[src/hdl/pisc_pkg.sv]
// Package: widths, register codes, sequencer states and fixed-point helpers for the PI speed loop.
`timescale 1ns / 1ps
package pisc_pkg;

	localparam int SPEED_W    = 20;
	localparam int ERR_W      = 21;
	localparam int GAIN_W     = 24;
	localparam int LIMIT_W    = 23;
	localparam int MUL_A_W    = 26;
	localparam int PROD_W     = MUL_A_W + GAIN_W + 1;
	localparam int WIDE_W     = 52;
	localparam int FRAC_W     = 16;
	localparam int TRUNC_W    = 36;
	localparam int INTEG_W    = 48;
	localparam int CO_W       = 24;
	localparam int DUTY_W     = 14;
	localparam int CFG_IDX_W  = 3;
	localparam int CFG_DATA_W = 24;

	localparam int MAX_DUTY_DEF      = 4200;
	localparam int MAX_PROP_TERM_DEF = 1400;
	localparam int DUTY_FIELD_MAX    = (1 << (DUTY_W - 1)) - 1;
	localparam int DUTY_FIELD_MIN    = -(1 << (DUTY_W - 1));

	localparam logic signed [WIDE_W-1:0] INTEG_HI = (52'sd1 <<< (INTEG_W - 1)) - 52'sd1;
	localparam logic signed [WIDE_W-1:0] INTEG_LO = -(52'sd1 <<< (INTEG_W - 1));
	localparam logic signed [TRUNC_W-1:0] CO_HI  = (36'sd1 <<< (CO_W - 1)) - 36'sd1;
	localparam logic signed [TRUNC_W-1:0] CO_LO  = -(36'sd1 <<< (CO_W - 1));

	typedef enum logic [CFG_IDX_W-1:0] {
		REG_KP,
		REG_KI,
		REG_WINDUP,
		REG_SAT_LIMIT,
		REG_DRIVE,
		REG_BRAKE
	} cfg_reg_t;

	typedef struct packed {
		logic [GAIN_W-1:0]  kp_gain;
		logic [GAIN_W-1:0]  ki_gain;
		logic [GAIN_W-1:0]  windup_gain;
		logic [LIMIT_W-1:0] saturation_limit;
		logic [GAIN_W-1:0]  drive_gain;
		logic [GAIN_W-1:0]  brake_gain;
	} cfg_t;

	typedef enum logic [2:0] {
		ST_IDLE,
		ST_MUL_P,
		ST_PROP,
		ST_CO,
		ST_WIND,
		ST_ACC_I,
		ST_ACC_W,
		ST_DUTY
	} state_t;

	// Q.16 to integer, truncated toward zero
	function automatic logic signed [TRUNC_W-1:0] trunc_q16(input logic signed [WIDE_W-1:0] v);
		logic signed [WIDE_W-1:0] q;
		q = v >>> FRAC_W;
		if (v[WIDE_W-1] && (v[FRAC_W-1:0] != '0))
			q = q + 52'sd1;
		return q[TRUNC_W-1:0];
	endfunction

endpackage

[src/hdl/pisc_cfg.sv]
// Configuration register file: gains and saturation limit.
`timescale 1ns / 1ps
module pisc_cfg (
	input  logic                                 clk,
	input  logic                                 arst_n,
	input  logic                                 cfg_we,
	input  logic [pisc_pkg::CFG_IDX_W-1:0]       cfg_index,
	input  logic [pisc_pkg::CFG_DATA_W-1:0]      cfg_data,
	output pisc_pkg::cfg_t                       cfg
);

	pisc_pkg::cfg_t cfg_q;

	always_ff @(posedge clk or negedge arst_n) begin
		if (!arst_n) begin
			cfg_q                  <= '0;
			cfg_q.saturation_limit <= '1;
		end else if (cfg_we) begin
			unique case (cfg_index)
				pisc_pkg::REG_KP:        cfg_q.kp_gain          <= cfg_data;
				pisc_pkg::REG_KI:        cfg_q.ki_gain          <= cfg_data;
				pisc_pkg::REG_WINDUP:    cfg_q.windup_gain      <= cfg_data;
				pisc_pkg::REG_SAT_LIMIT: cfg_q.saturation_limit <= cfg_data[pisc_pkg::LIMIT_W-1:0];
				pisc_pkg::REG_DRIVE:     cfg_q.drive_gain       <= cfg_data;
				pisc_pkg::REG_BRAKE:     cfg_q.brake_gain       <= cfg_data;
				default: ;
			endcase
		end
	end

	assign cfg = cfg_q;

endmodule

[config.mk]
export PLATFORM = sky130hd
export DESIGN_NAME = pisc_cfg
export DESIGN_NICKNAME = d
export VERILOG_FILES = /design/src/hdl/pisc_pkg.sv /design/src/hdl/pisc_cfg.sv
export SDC_FILE = /design/constraint.sdc
export NUM_CORES = 1
export LEC_CHECK = 0
export BUFFER_PORTS_ARGS = -buffer_cell sky130_fd_sc_hd__clkbuf_2
export CORE_ASPECT_RATIO = 1.1
export CORE_MARGIN = 2
export CORE_UTILIZATION = 40
export CTS_CLUSTER_DIAMETER = 100
export DETAILED_ROUTE_END_ITERATION = 10
export PLACE_DENSITY = 0.71
export SKIP_LAST_GASP = 1
export SYNTH_ARGS = -nofsm -noshare
export SYNTH_HDL_FRONTEND = slang
export SYNTH_SLANG_ARGS = --single-unit
export TNS_END_PERCENT = 20
[constraint.sdc]
create_clock -name clk -period 1.39 [get_ports clk]
set_input_delay 0.2085 -clock clk [delete_from_list [all_inputs] [get_ports clk]]
set_output_delay 0.2085 -clock clk [all_outputs]
set_load 0.03 [all_outputs]
==> impl_results.md <==
- CTS buffer count: 17
- ANT cells: 0
- PortBufs: between 150 and 200
- Die X: 115 µm
- Vias in the first global route: about 3600
- Reg area: ~0.0036 mm²
- First-pass GRT wire length: around 19000 µm
- WL/cell: between 15 and 20 µm
- Startpoint types: register
- Post-DP HPWL: 8610 µm
- Design Area, Final: about 0.0073 mm²
- Hold Startpoint: cfg_data[17]
- Part of the cycle the worst path needs: 97.5%
- Mapped Cells: 307
- Distinct cell type count after synthesis: 12
- Status: finished clean
- Register area share after synthesis: about 66%
- Crit-path max FO: 2
- Placement row count: 44
- Via density: 4.80
- Tightest Hold Check Type: input pin to register
- Hold endpoint: cfg[136]$_DFFE_PN0P_
- Hold Path Stages: 2
- # IOs: ~170
- Root buf cell: clkbuf_16
- Fmax: around 740 MHz
- Iter 0 DRT Violations: 96
- Final WL: 12200 µm
- Gp weighted congestion: between 0.7 and 0.8
- FF-to-FF setup slack: between 0.6 and 0.7 ns
- Die Ht: about 130 µm
- GRT Max-Usage Layer: met2
- Met1 GRT Util: between 20% and 30%
- Mapped Area: 0.00545 mm²
- Filler cells: 1112
- Critical path type: register to output pin
- Net count, final: about 530
- Syn nets: around 340
- Setup tns final: 0 ns
- Max incr delay on CP: roughly 0.53 ns
- Via count: 3339
- Critical Path RT: about 1.2 ns
- Register bit total from synthesis: 143
- Delay-heaviest family, CP: flip-flops
- Hold Vio Cnt, Final: 0
- Clk slew on worst S/H paths: 0.05 ns
- Largest net degree at the start of global routing: 38
- M3 GR Usage: between 7 and 8%
- Depth of the CTS H-tree: 4
- Max-slew violation count: 0
- Die area: ~0.015 mm²
- Worst r2r dst: cfg[141]$_DFFE_PN0P_
- Worst slew pin tran: around 0.27 ns
- Initial antenna violation count: 0
- Drt pass-1 iters: 4
- Setup Skew: 0 ns
- DP Worst Slack: -0.0605 ns
- Placed Instances: about 660
- Crit end category: output pin
- Grt ovf: 0
- Final worst slack: between 0.03 and 0.04 ns
- Max VDD drop: 0.000959 V
- Post-layout minimum cycle time: 1.35 ns
- R2R depth: 1
- Final setup fails: 0
- GRT Util Overall: ~18%
- Critical path's slowest cell: dfstp_2
- CTS max path bufs: 2
- Area occupied by multi-input gates: roughly 0.0017 mm²
- Rel. slew slack: 82.2%
- Warnings from Yosys: 0
- DP Area: 0.00666 mm²
- Worst Path Arrival: 1.15 ns
- Post-CTS setup buffers: 0
- Final Non-Filler Cells: between 600 and 700
- Layout area overhead: 33.5%
- Power Dens Cells: between 1500 and 2000 mW/mm²
- Core area: 0.0133 mm²
- Leak: between 3 and 4 nW
- Met2 Use GR: between 20% and 30%
- CTS tree: built
- Crit path buffers/inverters: 1
- FF-to-FF Start: cfg[141]$_DFFE_PN0P_
- Setup repair after global routing missed its margin: true
- Max reg flops: 143
- Syn Area/Cell: approximately 18 µm²
- Post-route ant nets: 0
- Critical path, cell by cell: clkbuf_2
- Starting Density: approximately two fifths
- Total power: roughly 0.014 W
- Clk Latency, worst-skew pair: between 0.4 and 0.5 ns
- Max_cap viols: 0
- CTS Sinks: around 140
- Layout cells sized above 1: between 70% and 80%
- DRC violations left: 0
[cell type report]
cell class / instances / share of cell area (%)
Sequential cell: 143 / 49.6
Multi-Input combinational cell: 149 / 23.6
Tap cell: 184 / 3.17
Clock buffer: 20 / 6.15
Clock inverter: 12 / 1.96
Timing Repair Buffer: 187 / 15.5
[cell usage after synthesis]
| cell | instances | share of area, % |
|---|---|---|
| nor4bb_1 | 1 | 0.18 |
| nor4b_4 | 1 | 0.44 |
| buf_6 | 10 | 2.1 |
| nand4b_2 | 1 | 0.28 |
| buf_2 | 5 | 0.46 |
| dfstp_2 | 23 | 11 |
| nand4b_1 | 1 | 0.16 |
| and4bb_2 | 2 | 0.46 |
| mux2_1 | 1 | 0.21 |
| mux2_2 | 140 | 29 |
| dfrtp_1 | 120 | 55 |
| mux2_4 | 2 | 0.55 |
[layout by cell type, fill, tap and decap left out, drive strengths merged]
master	instances
bufinv	3
clkinv	6
nor4bb	1
dfstp	23
nand4b	2
dfrtp	120
nor4b	1
clkinvlp	3
buf	17
mux2	143
dlygate4sd3	1
and4bb	2
clkbuf	189
[through the flow]
stage / utilization, % / hold slack [ns]
after floorplan: - / -0.0871
after global placement: 50.2 / 0.0805
after detailed placement: 50.2 / 0.0848
after CTS: 54.8 / 0.0769
after global routing: 54.8 / 0.0930
final: 54.8 / 0.101
[where the power goes]
part	internal [W]	switching, W
registers	0.00519	0.000511
logic	0.00138	0.00272
clock network	0.00284	0.00165
total	0.00942	0.00487
[cell families after synthesis]
| kind of cell | after synthesis | share of synthesized area [%] |
|---|---|---|
| muxes | 143 | 29.7 |
| DFF | 143 | 66.2 |
| buffers and inverters | 15 | 2.53 |
| and+or+nand+nor | 6 | 1.52 |
[repair_timing]
action,in CTS,in global routing
endpoints found under the setup margin,1,11
endpoints found under the hold margin,128,0
hold buffers,1,0
gates resized for setup,1,4
[per-layer routing]
layer  wire [µm]  vias to the layer above  share of wire [%]
li1            -                     1487                  -
met2        5890                      134                 48
met5           0                        -                  0
met1        5140                     1702                 42
met3         943                       16                7.7
met4         200                        0                1.6
[worst max path at each step]
stage	depth (start not counted)	end	start	slack [ns]
4_1_cts	1	cfg[67]	cfg[67]$_DFFE_PN1P_	0.002
6_report	1	cfg[59]	cfg[59]$_DFFE_PN1P_	0.04
3_5_place_dp	4	cfg[101]$_DFFE_PN0P_	cfg_index[1]	-0.06
5_1_grt	1	cfg[55]	cfg[55]$_DFFE_PN1P_	-0.01
3_3_place_gp	4	cfg[111]$_DFFE_PN0P_	cfg_index[1]	-0.02
2_1_floorplan	3	cfg[119]$_DFFE_PN0P_	cfg_index[1]	0.12
(Power assumes the default switching activity.)
